<file path="src/rtl/fnpd_pkg.sv">
// Shared types and constants for the fractional-N divider calculation block.
// Used by the controller, the datapath, the serial divider and the top level.
package fnpd_pkg;

  // Field widths
  localparam int REF_W      = 32;
  localparam int RDIV_W     = 10;
  localparam int FREQ_W     = 33;
  localparam int EXP_W      = 3;
  localparam int NINT_W     = 16;
  localparam int NFRAC_W    = 12;
  localparam int STAT_W     = 2;
  localparam int CFG_IDX_W  = 8;
  localparam int CFG_DATA_W = 32;

  // Divider operand widths: the widest dividend is remainder times modulus
  localparam int DVD_W = FREQ_W + NFRAC_W;
  localparam int DVS_W = FREQ_W;

  // Largest output divider exponent
  localparam logic [EXP_W-1:0] MAX_DBL = EXP_W'(7);

  // Register indexes
  localparam logic [CFG_IDX_W-1:0] CFG_REF_FREQ = CFG_IDX_W'(0);
  localparam logic [CFG_IDX_W-1:0] CFG_DOUBLER  = CFG_IDX_W'(1);
  localparam logic [CFG_IDX_W-1:0] CFG_HALVER   = CFG_IDX_W'(2);
  localparam logic [CFG_IDX_W-1:0] CFG_R_DIV    = CFG_IDX_W'(3);

  // Status codes
  localparam logic [STAT_W-1:0] STAT_OK       = STAT_W'(0);
  localparam logic [STAT_W-1:0] STAT_PFD_ZERO = STAT_W'(1);
  localparam logic [STAT_W-1:0] STAT_OUT_LOW  = STAT_W'(2);
  localparam logic [STAT_W-1:0] STAT_INT_OVF = STAT_W'(3);

  // Controller states
  typedef enum logic [3:0] {
    S_IDLE,
    S_PFD_GO,
    S_PFD_WAIT,
    S_DBL,
    S_NINT_GO,
    S_NINT_WAIT,
    S_NINT_CHK,
    S_MUL,
    S_FRAC_GO,
    S_FRAC_WAIT,
    S_DONE
  } state_t;

  // Commands from controller to datapath
  typedef struct packed {
    logic load;
    logic pfd_start;
    logic pfd_take;
    logic dbl_step;
    logic nint_start;
    logic nint_take;
    logic mul;
    logic frac_start;
    logic frac_take;
    logic out_load;
  } ctrl_cmd_t;

  // Status from datapath to controller
  typedef struct packed {
    logic div_done;
    logic dbl_done;
    logic pfd_zero;
    logic vco_low;
    logic nint_ovf;
  } dp_status_t;

endpackage

</file>
<file path="src/rtl/fnpd_div.sv">
// Restoring serial divider, one quotient bit per cycle.
// Depends on fnpd_pkg for operand widths.
module fnpd_div import fnpd_pkg::*; (
  input  logic             clk,
  input  logic             rst,
  input  logic             start,
  input  logic [DVD_W-1:0] dividend,
  input  logic [DVS_W-1:0] divisor,
  output logic             done,
  output logic [DVD_W-1:0] quotient,
  output logic [DVS_W-1:0] remainder
);

  localparam int CNT_W = $clog2(DVD_W + 1);

  logic             busy;
  logic [CNT_W-1:0] cnt;
  logic [DVS_W-1:0] rem;
  logic [DVD_W-1:0] quo;
  logic [DVS_W-1:0] dvs;

  logic [DVS_W:0]   shifted;
  logic [DVS_W+1:0] trial;

  // Shift in the next dividend bit and try a subtract
  always_comb begin
    shifted = {rem, quo[DVD_W-1]};
    trial   = {1'b0, shifted} - {2'b00, dvs};
  end

  // Control: busy flag, bit count, done pulse
  always_ff @(posedge clk) begin
    if (rst) begin
      busy <= 1'b0;
      cnt  <= '0;
      done <= 1'b0;
    end else begin
      done <= 1'b0;
      if (start) begin
        busy <= 1'b1;
        cnt  <= CNT_W'(DVD_W);
      end else if (busy) begin
        cnt <= cnt - CNT_W'(1);
        if (cnt == CNT_W'(1)) begin
          busy <= 1'b0;
          done <= 1'b1;
        end
      end
    end
  end

  // Partial remainder and quotient
  always_ff @(posedge clk) begin
    if (start) begin
      rem <= '0;
      quo <= dividend;
      dvs <= divisor;
    end else if (busy) begin
      if (!trial[DVS_W+1]) begin
        rem <= trial[DVS_W-1:0];
        quo <= {quo[DVD_W-2:0], 1'b1};
      end else begin
        rem <= shifted[DVS_W-1:0];
        quo <= {quo[DVD_W-2:0], 1'b0};
      end
    end
  end

  assign quotient  = quo;
  assign remainder = rem;

endmodule

</file>
<file path="src/rtl/fnpd_datapath.sv">
// Datapath: configuration registers, doubling loop, operand routing into the
// shared serial divider, fraction multiply and the result register.
// Depends on fnpd_pkg and fnpd_div.
module fnpd_datapath import fnpd_pkg::*; #(
  parameter int unsigned FRAC_MODULUS = 4095,
  parameter int unsigned VCO_MIN_HZ   = 3000000000,
  parameter int unsigned PFD_MAX_HZ   = 140000000
) (
  input  logic                  clk,
  input  logic                  rst,
  input  logic                  cfg_we,
  input  logic [CFG_IDX_W-1:0]  cfg_index,
  input  logic [CFG_DATA_W-1:0] cfg_data,
  input  logic [FREQ_W-1:0]     out_freq_hz,
  input  ctrl_cmd_t             cmd,
  output dp_status_t            stat,
  output logic [EXP_W-1:0]      out_div_log2,
  output logic [NINT_W-1:0]     n_integer,
  output logic [NFRAC_W-1:0]    n_fraction,
  output logic                  pfd_over_limit,
  output logic [STAT_W-1:0]     calc_status
);

  localparam logic [FREQ_W-1:0]  VCO_MIN  = FREQ_W'(VCO_MIN_HZ);
  localparam logic [FREQ_W-1:0]  PFD_MAX  = FREQ_W'(PFD_MAX_HZ);
  localparam logic [NFRAC_W-1:0] FRAC_MOD = NFRAC_W'(FRAC_MODULUS);

  // Configuration
  logic [REF_W-1:0]  ref_freq_hz;
  logic              ref_doubler_on;
  logic              ref_halver_on;
  logic [RDIV_W-1:0] ref_r_divider;

  // Working registers
  logic [FREQ_W-1:0]  vco;
  logic [EXP_W-1:0]   expo;
  logic [FREQ_W-1:0]  pfd;
  logic [NINT_W-1:0]  nint;
  logic               nint_ovf;
  logic [FREQ_W-1:0]  rem;
  logic [DVD_W-1:0]   prod;
  logic [NFRAC_W-1:0] nfrac;

  // Divider connection
  logic             div_start;
  logic [DVD_W-1:0] div_dvd;
  logic [DVS_W-1:0] div_dvs;
  logic             div_done;
  logic [DVD_W-1:0] div_quo;
  logic [DVS_W-1:0] div_rem;

  logic [FREQ_W-1:0] ref_scaled;
  logic [RDIV_W-1:0] r_eff;
  logic              vco_below;
  logic              pfd_zero;
  logic [STAT_W-1:0] res_status;

  // Write configuration registers; unknown indexes are dropped
  always_ff @(posedge clk) begin
    if (rst) begin
      ref_freq_hz    <= '0;
      ref_doubler_on <= 1'b0;
      ref_halver_on  <= 1'b0;
      ref_r_divider  <= RDIV_W'(1);
    end else if (cfg_we) begin
      case (cfg_index)
        CFG_REF_FREQ: ref_freq_hz    <= cfg_data[REF_W-1:0];
        CFG_DOUBLER:  ref_doubler_on <= cfg_data[0];
        CFG_HALVER:   ref_halver_on  <= cfg_data[0];
        CFG_R_DIV:    ref_r_divider  <= cfg_data[RDIV_W-1:0];
        default:      ;
      endcase
    end
  end

  // Reference after doubler and halver, R of zero acts as one
  always_comb begin
    ref_scaled = ref_doubler_on ? {ref_freq_hz, 1'b0} : {1'b0, ref_freq_hz};
    if (ref_halver_on) begin
      ref_scaled = ref_scaled >> 1;
    end
    r_eff = (ref_r_divider == '0) ? RDIV_W'(1) : ref_r_divider;
  end

  assign vco_below = (vco < VCO_MIN);
  assign pfd_zero  = (pfd == '0);

  // Route divider operands for the current division
  always_comb begin
    div_start = cmd.pfd_start | cmd.nint_start | cmd.frac_start;
    div_dvd   = prod;
    div_dvs   = pfd;
    if (cmd.pfd_start) begin
      div_dvd = DVD_W'(ref_scaled);
      div_dvs = DVS_W'(r_eff);
    end else if (cmd.nint_start) begin
      div_dvd = DVD_W'(vco);
    end
  end

  fnpd_div u_div (
    .clk       (clk),
    .rst       (rst),
    .start     (div_start),
    .dividend  (div_dvd),
    .divisor   (div_dvs),
    .done      (div_done),
    .quotient  (div_quo),
    .remainder (div_rem)
  );

  // Capture input, double toward the VCO floor, form the fraction product and take division results
  always_ff @(posedge clk) begin
    if (cmd.load) begin
      vco  <= out_freq_hz;
      expo <= '0;
    end else if (cmd.dbl_step && vco_below && expo != MAX_DBL) begin
      vco  <= {vco[FREQ_W-2:0], 1'b0};
      expo <= expo + EXP_W'(1);
    end
    if (cmd.pfd_take) begin
      pfd <= div_quo[FREQ_W-1:0];
    end
    if (cmd.nint_take) begin
      nint     <= div_quo[NINT_W-1:0];
      nint_ovf <= |div_quo[DVD_W-1:NINT_W];
      rem      <= div_rem;
    end
    if (cmd.mul) begin
      prod <= DVD_W'(rem) * DVD_W'(FRAC_MOD);
    end
    if (cmd.frac_take) begin
      nfrac <= div_quo[NFRAC_W-1:0];
    end
  end

  // Status toward the controller
  always_comb begin
    stat.div_done = div_done;
    stat.dbl_done = !vco_below || (expo == MAX_DBL);
    stat.pfd_zero = pfd_zero;
    stat.vco_low  = vco_below;
    stat.nint_ovf = nint_ovf;
  end

  // Final status with priority: zero comparison, too low, overflow
  always_comb begin
    if (pfd_zero) begin
      res_status = STAT_PFD_ZERO;
    end else if (vco_below) begin
      res_status = STAT_OUT_LOW;
    end else if (nint_ovf) begin
      res_status = STAT_INT_OVF;
    end else begin
      res_status = STAT_OK;
    end
  end

  // Result register, held until the next load
  always_ff @(posedge clk) begin
    if (cmd.out_load) begin
      calc_status    <= res_status;
      pfd_over_limit <= (pfd > PFD_MAX);
      out_div_log2   <= (res_status == STAT_PFD_ZERO || res_status == STAT_OUT_LOW) ?
                        '0 : expo;
      n_integer      <= (res_status == STAT_OK) ? nint : '0;
      n_fraction     <= (res_status == STAT_OK) ? nfrac : '0;
    end
  end

endmodule

</file>
<file path="src/rtl/fnpd_ctrl.sv">
// Controller: sequences the comparison division, doubling, integer and
// fraction divisions, and owns the input stall and output valid.
// Depends on fnpd_pkg.
module fnpd_ctrl import fnpd_pkg::*; (
  input  logic       clk,
  input  logic       rst,
  input  logic       in_valid,
  output logic       in_stall,
  output logic       out_valid,
  input  logic       out_stall,
  input  dp_status_t stat,
  output ctrl_cmd_t  cmd
);

  state_t state;
  state_t state_next;
  logic   slot_free;

  assign slot_free = !out_valid || !out_stall;

  always_ff @(posedge clk) begin
    if (rst) begin
      state <= S_IDLE;
    end else begin
      state <= state_next;
    end
  end

  // Next state
  always_comb begin
    state_next = state;
    case (state)
      S_IDLE:      if (in_valid) state_next = S_PFD_GO;
      S_PFD_GO:    state_next = S_PFD_WAIT;
      S_PFD_WAIT:  if (stat.div_done) state_next = S_DBL;
      S_DBL: begin
        if (stat.dbl_done) begin
          if (stat.pfd_zero || stat.vco_low) begin
            state_next = S_DONE;
          end else begin
            state_next = S_NINT_GO;
          end
        end
      end
      S_NINT_GO:   state_next = S_NINT_WAIT;
      S_NINT_WAIT: if (stat.div_done) state_next = S_NINT_CHK;
      S_NINT_CHK:  state_next = stat.nint_ovf ? S_DONE : S_MUL;
      S_MUL:       state_next = S_FRAC_GO;
      S_FRAC_GO:   state_next = S_FRAC_WAIT;
      S_FRAC_WAIT: if (stat.div_done) state_next = S_DONE;
      S_DONE:      if (slot_free) state_next = S_IDLE;
      default:     state_next = S_IDLE;
    endcase
  end

  // Datapath commands
  always_comb begin
    cmd      = '0;
    in_stall = (state != S_IDLE);
    case (state)
      S_IDLE:      cmd.load       = in_valid;
      S_PFD_GO:    cmd.pfd_start  = 1'b1;
      S_PFD_WAIT:  cmd.pfd_take   = stat.div_done;
      S_DBL:       cmd.dbl_step   = 1'b1;
      S_NINT_GO:   cmd.nint_start = 1'b1;
      S_NINT_WAIT: cmd.nint_take  = stat.div_done;
      S_MUL:       cmd.mul        = 1'b1;
      S_FRAC_GO:   cmd.frac_start = 1'b1;
      S_FRAC_WAIT: cmd.frac_take  = stat.div_done;
      S_DONE:      cmd.out_load   = slot_free;
      default:     ;
    endcase
  end

  // Output valid: set on load, drop after transfer
  always_ff @(posedge clk) begin
    if (rst) begin
      out_valid <= 1'b0;
    end else if (cmd.out_load) begin
      out_valid <= 1'b1;
    end else if (!out_stall) begin
      out_valid <= 1'b0;
    end
  end

endmodule

</file>
<file path="src/rtl/frac_n_pll_divider_calc_unit.sv">
// Top level of the fractional-N divider calculation block.
// Depends on fnpd_pkg, fnpd_ctrl and fnpd_datapath.
//
//   channel  handshake              payload
//   -------  ---------------------  ---------------------------------------------
//   cfg      cfg_valid / cfg_ready  cfg_index, cfg_data
//   in       in_valid / in_stall    out_freq_hz
//   out      out_valid / out_stall  out_div_log2, n_integer, n_fraction,
//                                   pfd_over_limit, calc_status
//
// An item makes three passes of the shared serial divider at one quotient bit
// per cycle, each with a start and a take, plus the doubling loop. Error cases
// end earlier: a zero comparison or too-low output after the doubling loop,
// an integer overflow after the integer division.
// Reset clears the controller and output valid and loads the register
// defaults. One result waits in the output register while the next item is
// accepted and computed; a finished item waits until that register is free.
module frac_n_pll_divider_calc_unit import fnpd_pkg::*; #(
  parameter int unsigned FRAC_MODULUS = 4095,
  parameter int unsigned VCO_MIN_HZ   = 3000000000,
  parameter int unsigned PFD_MAX_HZ   = 140000000
) (
  input  logic                  clk,
  input  logic                  rst,
  input  logic                  cfg_valid,
  output logic                  cfg_ready,
  input  logic [CFG_IDX_W-1:0]  cfg_index,
  input  logic [CFG_DATA_W-1:0] cfg_data,
  input  logic                  in_valid,
  output logic                  in_stall,
  input  logic [FREQ_W-1:0]     out_freq_hz,
  output logic                  out_valid,
  input  logic                  out_stall,
  output logic [EXP_W-1:0]      out_div_log2,
  output logic [NINT_W-1:0]     n_integer,
  output logic [NFRAC_W-1:0]    n_fraction,
  output logic                  pfd_over_limit,
  output logic [STAT_W-1:0]     calc_status
);

  ctrl_cmd_t  cmd;
  dp_status_t stat;

  // Registers take a write in any cycle
  assign cfg_ready = 1'b1;

  fnpd_ctrl u_ctrl (
    .clk       (clk),
    .rst       (rst),
    .in_valid  (in_valid),
    .in_stall  (in_stall),
    .out_valid (out_valid),
    .out_stall (out_stall),
    .stat      (stat),
    .cmd       (cmd)
  );

  fnpd_datapath #(
    .FRAC_MODULUS (FRAC_MODULUS),
    .VCO_MIN_HZ   (VCO_MIN_HZ),
    .PFD_MAX_HZ   (PFD_MAX_HZ)
  ) u_dp (
    .clk            (clk),
    .rst            (rst),
    .cfg_we         (cfg_valid & cfg_ready),
    .cfg_index      (cfg_index),
    .cfg_data       (cfg_data),
    .out_freq_hz    (out_freq_hz),
    .cmd            (cmd),
    .stat           (stat),
    .out_div_log2   (out_div_log2),
    .n_integer      (n_integer),
    .n_fraction     (n_fraction),
    .pfd_over_limit (pfd_over_limit),
    .calc_status    (calc_status)
  );

endmodule

</file>
<file path="config.mk">
export PLATFORM = sky130hd
export DESIGN_NAME = frac_n_pll_divider_calc_unit
export DESIGN_NICKNAME = d
export VERILOG_FILES = /design/src/rtl/fnpd_pkg.sv /design/src/rtl/fnpd_div.sv /design/src/rtl/fnpd_datapath.sv /design/src/rtl/fnpd_ctrl.sv /design/src/rtl/frac_n_pll_divider_calc_unit.sv
export SDC_FILE = /design/constraint.sdc
export NUM_CORES = 1
export LEC_CHECK = 0
export ABC_CLOCK_PERIOD_IN_PS = 9680
export BUFFER_PORTS_ARGS = -buffer_cell sky130_fd_sc_hd__buf_4
export CORE_MARGIN = 5
export CORE_UTILIZATION = 30
export CTS_BUF_LIST = sky130_fd_sc_hd__clkbuf_8
export DETAILED_ROUTE_END_ITERATION = 10
export HOLD_SLACK_MARGIN = 0.06
export SYNTH_ARGS = -nofsm -noshare
export SYNTH_HDL_FRONTEND = slang
export SYNTH_HIERARCHICAL = 1
export SYNTH_SLANG_ARGS = --single-unit
</file>
<file path="constraint.sdc">
create_clock -name clk -period 9.68 [get_ports clk]
set_input_delay 0.968 -clock clk [delete_from_list [all_inputs] [get_ports clk]]
set_output_delay 0.968 -clock clk [all_outputs]
set_load 0.02 [all_outputs]
</file>
# After elaboration in Yosys (flattened, before gate mapping)
# Cells that the tools add are included.
[word_totals] register_bits=378 inputBits=78 elab_cells=128
[classes] add_sub_neg=3 multipliers=1 order_cmp=2 eq_ne=25 mux=42 bitwise_logic=3 n_reduce_logical=25
[ops] operator="$mux 45" count=4
[ops] operator="$mux 33" count=5
[ops] operator="$mul 33x12->45 const B" count=1
[ops] operator="$pmux 4 s11" count=1
[ops] operator="$sub 34x33->35" count=1
[ops] operator="$gt 33x28->1 const B" count=1
[ops] operator="$logic_not 33->1" count=1
[ops] operator="$lt 33x32->1 const B" count=1
[ops] operator="$mux 4" count=8
[ops] operator="$reduce_or 29->1" count=1
[ops] operator="$mux 10" count=2
[ops] operator="$mux 1" count=17
[ops] operator="$eq 4x3->1 const B" count=4
[ops] operator="$eq 8x2->1 const B" count=2
[ops] operator="$eq 4x4->1 const B" count=3
[ops] operator="$mux 6" count=2
[ops] operator="$logic_not 10->1" count=1
[ops] operator="$ne 2x1->1 const B" count=5
[ops] operator="$eq 4x2->1 const B" count=2
[ops] operator="$eq 8x1->1 const B" count=1
[ops] operator="$logic_not 8->1" count=1
[ops] operator="$reduce_and 2->1" count=4
[ops] operator="$eq 6x1->1 const B" count=1
[ops] operator="$mux 2" count=3
[ops] operator="20 further kinds" count=29

# Longest topological paths before layout
# Gate-level depths: netlist of the first run.
[depth] word_depth=6 mapped_depth=22 mapped_depth_nobuf=21

# Hierarchy
# Netlist of the first run, hierarchy kept.
[by_module_without_submodules] module="fnpd_datapath" instances=1 cells_per_inst=1646 area_each_um2=18642.9 seq_area_each_um2=7156.9
[by_module_without_submodules] module="fnpd_div" instances=1 cells_per_inst=652 area_each_um2=6711.4 seq_area_each_um2=3163.0
[by_module_without_submodules] module="fnpd_ctrl" instances=1 cells_per_inst=61 area_each_um2=456.7 seq_area_each_um2=100.1
[by_module_without_submodules] module="frac_n_pll_divider_calc_unit" instances=1 cells_per_inst=2 area_each_um2=11.3 seq_area_each_um2=0.0

# Worst setup path before layout of the first run
# Ideal clock, no wire load.
[synth_path] path_kind="register to register" startpoint="register u_dp.rem[3]" endpoint="register u_dp.prod[38], data pin" t_arrival_ns=5.232 required_time_ns=9.421 slack_ns=4.189 path_stages_with_launch=20 path_buffers=0 synth_period_minus_slack_ns=5.491 path_cell_list="edfxtp_1 > fa_1 > inv_1 > fa_1 > inv_1 > fa_1 > fa_1 > inv_1 > fa_1 > inv_1 > ha_1 > o21ai_2 > a211oi_2 > o31a_4 > a31oi_4 > a31o_1 > a2111o_1 > a21oi_2 > a21oi_1 > xnor2_1"
[synth_between] elab_chain_cells=1
[synth_rtl] element="start, declared" line_no="fnpd_datapath.sv:40" rtl="logic [FREQ_W-1:0] rem;"
[synth_rtl] element="start signal, assigned" line_no="fnpd_datapath.sv:127" rtl="rem <= div_rem;"
[synth_rtl] element="$mul 33x12->45" line_no="fnpd_datapath.sv:130" rtl="prod <= DVD_W'(rem) * DVD_W'(FRAC_MOD);"
[synth_rtl] element="end signal, assigned" line_no="fnpd_datapath.sv:130"
[synth_rtl] element="end, declared" line_no="fnpd_datapath.sv:41" rtl="logic [DVD_W-1:0] prod;"
# Every way passes these cells.
# A chain may end at the register's enable or synchronous reset.

# Final worst setup path of the first run
[layout_path] startpoint="register u_dp.rem[0]" endpoint="register u_dp.prod[41], data pin"
# The elaborated chain is that of the path after synthesis.

==> results of run 1 <==
per-layer routing:
metal	GRT usage, %	vias up	part of all wire, %
met4	3.62	0	2.3
met5	0	-	0
met3	3.05	101	6.7
li1	-	8267	-
met2	21.7	497	45
met1	20.3	8512	46
registers in the layout, summed over array words and instances, names as in the netlist, 4 cells and up:
signal,count
u_dp/nfrac,12
u_dp/vco,33
u_dp/nint,16
u_dp/n_fraction,12
u_dp/u_div/quotient,45
u_dp/n_integer,16
u_dp/u_div/cnt,6
u_dp/pfd,33
u_dp/prod,45
u_dp/u_div/dvs,33
u_ctrl/state,4
u_dp/ref_freq_hz,32
u_dp/u_div/remainder,33
u_dp/ref_r_divider,10
u_dp/rem,33
cells by family after synthesis:
| group | Yosys count | share of synthesized area, % |
|---|---|---|
| xor+xnor | 73 | 2.48 |
| buf+inv | 451 | 6.85 |
| compound gates | 419 | 10.6 |
| fa+ha+maj | 330 | 22.3 |
| simple gates | 550 | 10.7 |
| mux | 159 | 6.73 |
| flops | 378 | 40.4 |
| other cells | 1 | 0.0145 |
synthesized netlist by cell type, drive strengths merged, types with 8 or more instances:
cell type	count	share of area (%)
mux2i	43	1.7
xnor2	48	1.6
nor3b	10	0.33
a21oi	161	3.2
nand4	19	0.46
a21o	35	1.0
a311oi	22	0.77
o21ai	61	1.2
nand2b	11	0.27
nor3	14	0.27
o211ai	8	0.29
nor2b	73	1.8
a211oi	43	1.3
ha	113	5.5
nor2	90	1.3
mux2	116	5.1
clkbuf	64	0.93
nor4	17	0.46
buf	34	0.79
edfxtp	285	33
inv	352	5.1
and2	49	1.2
a31oi	19	0.52
fa	217	17
and3	12	0.29
nand3	24	0.47
nand2	204	3.0
o21bai	9	0.26
dfxtp	93	7.2
xor2	25	0.85
layout make-up:
| class | instances | area [um^2] |
|---|---|---|
| clock buffer | 74 | 1020 |
| fill | 8549 | 56200 |
| tap | 1144 | 1430 |
| inverter | 353 | 1330 |
| clock inverter | 46 | 288 |
| multi-input combinational | 1532 | 13700 |
| timing repair buffer | 125 | 938 |
| sequential | 378 | 10400 |
| antenna | 2 | 5.00 |
final timing paths:
| check | startpoint | endpoint | depth (start not counted) |
|---|---|---|---|
| setup / recovery | u_dp/rem[0] | u_dp/prod[41] | 18 |
| hold / removal | u_dp/ref_freq_hz[6] | u_dp/ref_freq_hz[6] | 2 |
| setup reg to reg | u_dp/rem[0] | u_dp/prod[41] | 18 |
| hold reg to reg | u_dp/ref_freq_hz[6] | u_dp/ref_freq_hz[6] | 2 |
worst max-delay path: stages, from the launching register on:
cell	delay, ns
edfxtp_1	0.48
fa_1	0.63
inv_1	0.08
fa_1	0.52
inv_1	0.06
fa_1	0.51
fa_1	0.55
inv_1	0.06
fa_1	0.53
inv_1	0.04
ha_1	0.40
nand4_1	0.12
a21oi_1	0.37
o21ai_1	0.21
a21oi_1	0.39
a311oi_2	0.22
o31ai_1	0.30
a21oi_1	0.12
xnor2_1	0.13
power groups by stage:
stage               Clock, mW  Sequential, mW  Combinational (mW)
floorplan                   0            2.41                1.75
global placement            0            2.63                2.20
detailed placement          0            2.62                2.21
CTS                      1.52            2.60                2.23
global route             1.58            2.62                2.47
finish                   1.47            2.59                2.25
through the flow:
step	hold WS (ns)	instance area (um^2)	total power, mW	setup WS, ns	utilization [%]
3_3_place_gp	0.454	27800	4.83	3.80	32.6
5_1_grt	0.492	29100	6.68	3.38	34.1
3_5_place_dp	0.459	27800	4.83	3.72	32.6
4_1_cts	0.467	29100	6.34	3.71	34.1
6_report	0.464	29100	6.31	3.73	34.1
2_1_floorplan	0.437	25800	4.17	4.19	-
==> results.ini, run 1 <==
[global_route]
grt_max_degree=84
grt_pass1_vias=17388
grt_first_pass_wirelength_mm=101
antenna_found_initial=3
overflow=0
grt_usage_pct=14.1

[synth]
syn_area_mm2=0.0258
syn_avg_cell_area_um2=10.9
ys.flop_type=edfxtp_1
yosysWarnings=6
synth_cell_types=86
synth_enable_flop_cells=285
synth_nets=2769
syn_inst=2361
async_reset_ff_share_pct=0
ys_ff_latch=378
ys_seq_area_share_pct=40.4

[critical_path]
cp.required_ns=10.07
critPathCaptureType=flop
critPathMaxFanout=6
r2r_setup_slack_ns=3.73
start_kind=flop
crit_type=flop to flop
cp_data_arrival_time_ns=6.33

[clock_tree]
cts_hold_buf=0
cts_root_buffer=clkbuf_8
cts_buffers=67
clk_latency_ns=0.64
htreeDepth=3
cts_buffer_depth=3
cts_setup_buffers=0
ctsResizeCount=0
path_clk_slew_ns=0.06
cts.sinks=378
cts_tree=yes

[detailed_routing]
vias=17377
vias_per_cell=4.76
drtIter0Drc=1099
totalWireLength_mm=65.3
drtPass1Iterations=6
wl_per_cell_um=17.9
drcViolationCount=0
drtAntennaViolNets=0

[power_and_ir_drop]
p_comb_share_pct=35.6
p_seq_share_pct=41.1
clockPowerShare_pct=23.3
internal_power_mw=3.91
leakagePower_nw=12.0
ir_drop_uv=141
switching_share_pct=38.0
p_per_area_mw_per_mm2=217
p_switching_mw=2.40

[sta]
fin_crit_sh_pct=61.4
finalSetupViolations=0
slew_headroom_pct=17.6
finalWorstPathRequiredPeriod_ns=5.95
fmax_mhz=168
rsz0062_at_grt=false
maxSlewViolCount=0
hold_viol=0
fin_setup_tns_ns=0
tightest_slew_ns=1.24
clock_skew_ns=0.0268

[status]
outcome=finished clean

[place]
io_buffers=113
gp_congestion=0.908
dpl.cell_count=3532
hpwl_mm=50.0

[layout]
layout_common_cells=inv_1 (369), edfxtp_1 (285), fa_1 (217), nand2_1 (203), a21oi_1 (157)
area_growth_pct=12.7
drive_gt1_share_pct=14.5
final_cells=3654
layout_commonest_cell=inv_1
nets=2865

[floorplanning]
die_h_um=303
rows=107
die_x_um=303
dieArea_mm2=0.0920
io_pins=115
design.core.area_mm2=0.0853
initial_utilization_pct=30.3

[worst_hold_path]
min_path_type=flop to flop

[flow_run]
cap_violations=0

(Power assumes the default switching activity.)
==> run 2, diff against run 1 <==
Settings changed: ABC_CLOCK_PERIOD_IN_PS 9680 to 4800.
Clock period 9.68 ns to 4.8 ns, I/O delays scaled along.
==> run 2 against run 1 <==
The flow now finishes with violations (negative setup slack). Clock skew is 0.0052 ns higher. First-iteration DRC count decreased by 2.5%. Worst hold slack worse by 0.35 ns. Combinational power increased by 110%. Utilization increased by 3.7 points. Count of clock-buffer cells in the layout increased by 3. Via count grew 6.2%. Flip-flop and latch count did not move. Largest power group unchanged.
==> results.ini, run 2 (synthesized netlist as in run 1, its figures left out) <==
[sta]
slew_headroom_pct=18.9  ; +1.3 points
hold_viol=0  ; unchanged
finalSetupViolations=29  ; +29
fin_crit_sh_pct=115  ; +54 points
tightest_slew_ns=1.22  ; -0.0211 ns
fmax_mhz=181  ; +7.7%
fin_ws_ns=-0.718  ; -4.45 ns
rsz0062_at_grt=true
finalWorstPathRequiredPeriod_ns=5.52  ; -0.427 ns
maxSlewViolCount=0  ; unchanged
clock_skew_ns=0.0320  ; +0.00520 ns
holdWs_ns=0.115  ; -0.349 ns

[clock_tree]
cts_buffer_depth=3  ; unchanged
htreeDepth=3  ; unchanged
path_clk_slew_ns=0.06  ; about the same
cts_tree=yes
cts_root_buffer=clkbuf_8
cts.sinks=378  ; unchanged
clk_latency_ns=0.66  ; +0.02 ns
cts_buffers=69  ; +3.0%

[power_and_ir_drop]
clockPowerShare_pct=25.2  ; +1.9 points
finalPower_mw=13.1  ; +110%
internal_power_mw=8.22  ; +110%
switching_share_pct=37.5  ; -0.50 points
p_seq_share_pct=39.3  ; -1.8 points
p_comb_share_pct=35.5  ; about the same
ir_drop_uv=335  ; +140%
p_switching_mw=4.93  ; +110%
p_per_area_mw_per_mm2=407  ; +88%
leakagePower_nw=13.5  ; +13%

[floorplanning]
dieArea_mm2=0.0920  ; unchanged
die_x_um=303  ; unchanged
die_h_um=303  ; unchanged
initial_utilization_pct=30.3  ; unchanged
rows=107  ; unchanged
io_pins=115  ; unchanged
design.core.area_mm2=0.0853  ; unchanged

[worst_hold_path]
holdPathStages=3  ; +1
min_path_type=input port to flop

[critical_path]
cp.required_ns=5.20  ; -4.87 ns
path_buf_inv=5  ; +1
critPathCaptureType=flop
crit_path_frequent_cell=fa_1
cp_cell_sequence=buf_6 > inv_4 > fa_2 > fa_1 > inv_1 > fa_2 > fa_1 > inv_2 > fa_1 > inv_2 > ha_4 > nand2_2 > a211oi_2 > o31a_4 > a31oi_4 > a31o_1 > a2111o_1 > a21oi_2 > a211oi_2 > xnor2_1
path_delay_family=adder cells
r2r_cells=20  ; +2
start_kind=flop
crit_slowest_cell=fa_2
cp_data_arrival_time_ns=5.92  ; -0.41 ns
crit_type=flop to flop
critPathMaxFanout=4  ; -2
critPathMaxStageDelay_ns=0.64  ; about the same
cp.depth=20  ; +2

[global_route]
antenna_found_initial=2  ; -1
grt_first_pass_wirelength_mm=106  ; +4.5%
grt_usage_pct=14.7  ; +0.64 points
grt_max_degree=67  ; -20%
grt_pass1_vias=19234  ; +11%
overflow=0  ; unchanged

[detailed_routing]
totalWireLength_mm=68.2  ; +4.5%
drcViolationCount=0  ; unchanged
drtIter0Drc=1071  ; -2.5%
vias=18455  ; +6.2%
vias_per_cell=4.68  ; -1.7%
wl_per_cell_um=17.3  ; -3.3%
drtAntennaViolNets=0  ; unchanged
drtPass1Iterations=5  ; -1

[place]
place_area_mm2=0.0296  ; +6.6%
place_ws_ns=-0.782  ; -4.51 ns
gp_congestion=0.885  ; -2.6%
io_buffers=113  ; unchanged
hpwl_mm=52.7  ; +5.3%

[layout]
layout_commonest_cell=buf_4
area_growth_pct=25.0
nets=3153  ; +10%
layout_common_cells=buf_4 (371), inv_1 (320), edfxtp_1 (285), nand2_1 (195), fa_1 (189)
post-route-util_pct=37.8  ; +3.7 points
stdcell_area_mm2=0.0323  ; +11%
drive_gt1_share_pct=28.4  ; +14 points

[status]
outcome=finished, violations left
violations=negative setup slack

[flow_run]
cap_violations=0  ; unchanged

[run 2: repair_timing]
action	CTS	global route
hold buffers	23	0
buffers inserted	23	24
endpoints found under the hold margin	23	0
pin swaps	89	53
setup endpoints to repair	32	32
gates resized for setup	79	74
[run 2: final cells by class]
type | instances | area, um^2
Antenna cell | 1 | 2.50
Clock buffer | 77 | 1060
Clock inverter | 50 | 445
Fill cell | 8365 | 53000
Inverter | 353 | 1330
Multi-Input combinational cell | 1532 | 14400
Sequential cell | 378 | 10400
Tap cell | 1144 | 1430
Timing Repair Buffer | 411 | 3210
[run 2: path summary, 6_finish.rpt]
check             slack (ns)                  from              endpoint
setup / recovery       -0.72           u_dp/rem[4]         u_dp/prod[42]
hold / removal          0.12          cfg_data[25]  u_dp/ref_freq_hz[25]
setup reg to reg       -0.72           u_dp/rem[4]         u_dp/prod[42]
hold reg to reg         0.47  u_dp/ref_freq_hz[12]  u_dp/ref_freq_hz[12]
[run 2: worst min-delay path: cells and delay by family]
family	cells	cell delay (ns)
AO/OA/AOI/OAI	1	0.06
AND/OR/NAND/NOR	1	0.06
buffers and inverters	1	0.11
[run 2: through the flow]
step	instances	TNS (ns)
floorplan	2361	-3.92
global placement	3751	-13.61
finish	3946	-11.32
detailed placement	3751	-13.50
CTS	3923	-9.45
global route	3946	-16.10
[run 2: power groups by stage]
stage / Combinational, mW / Sequential (mW) / Clock, mW
finish: 4.67 / 5.16 / 3.31
global route: 5.08 / 5.23 / 3.57
CTS: 4.62 / 5.17 / 3.41
detailed placement: 4.56 / 5.22 / 0
global placement: 4.52 / 5.22 / 0
floorplan: 3.54 / 4.87 / 0
[run 2: per-layer routing]
layer	vias up	global-route usage, %	routed length, um
met2	363	24.9	33400
met4	0	4.23	1620
li1	8861	-	-
met1	9140	19.9	30600
met3	91	2.12	2640
met5	-	0	0
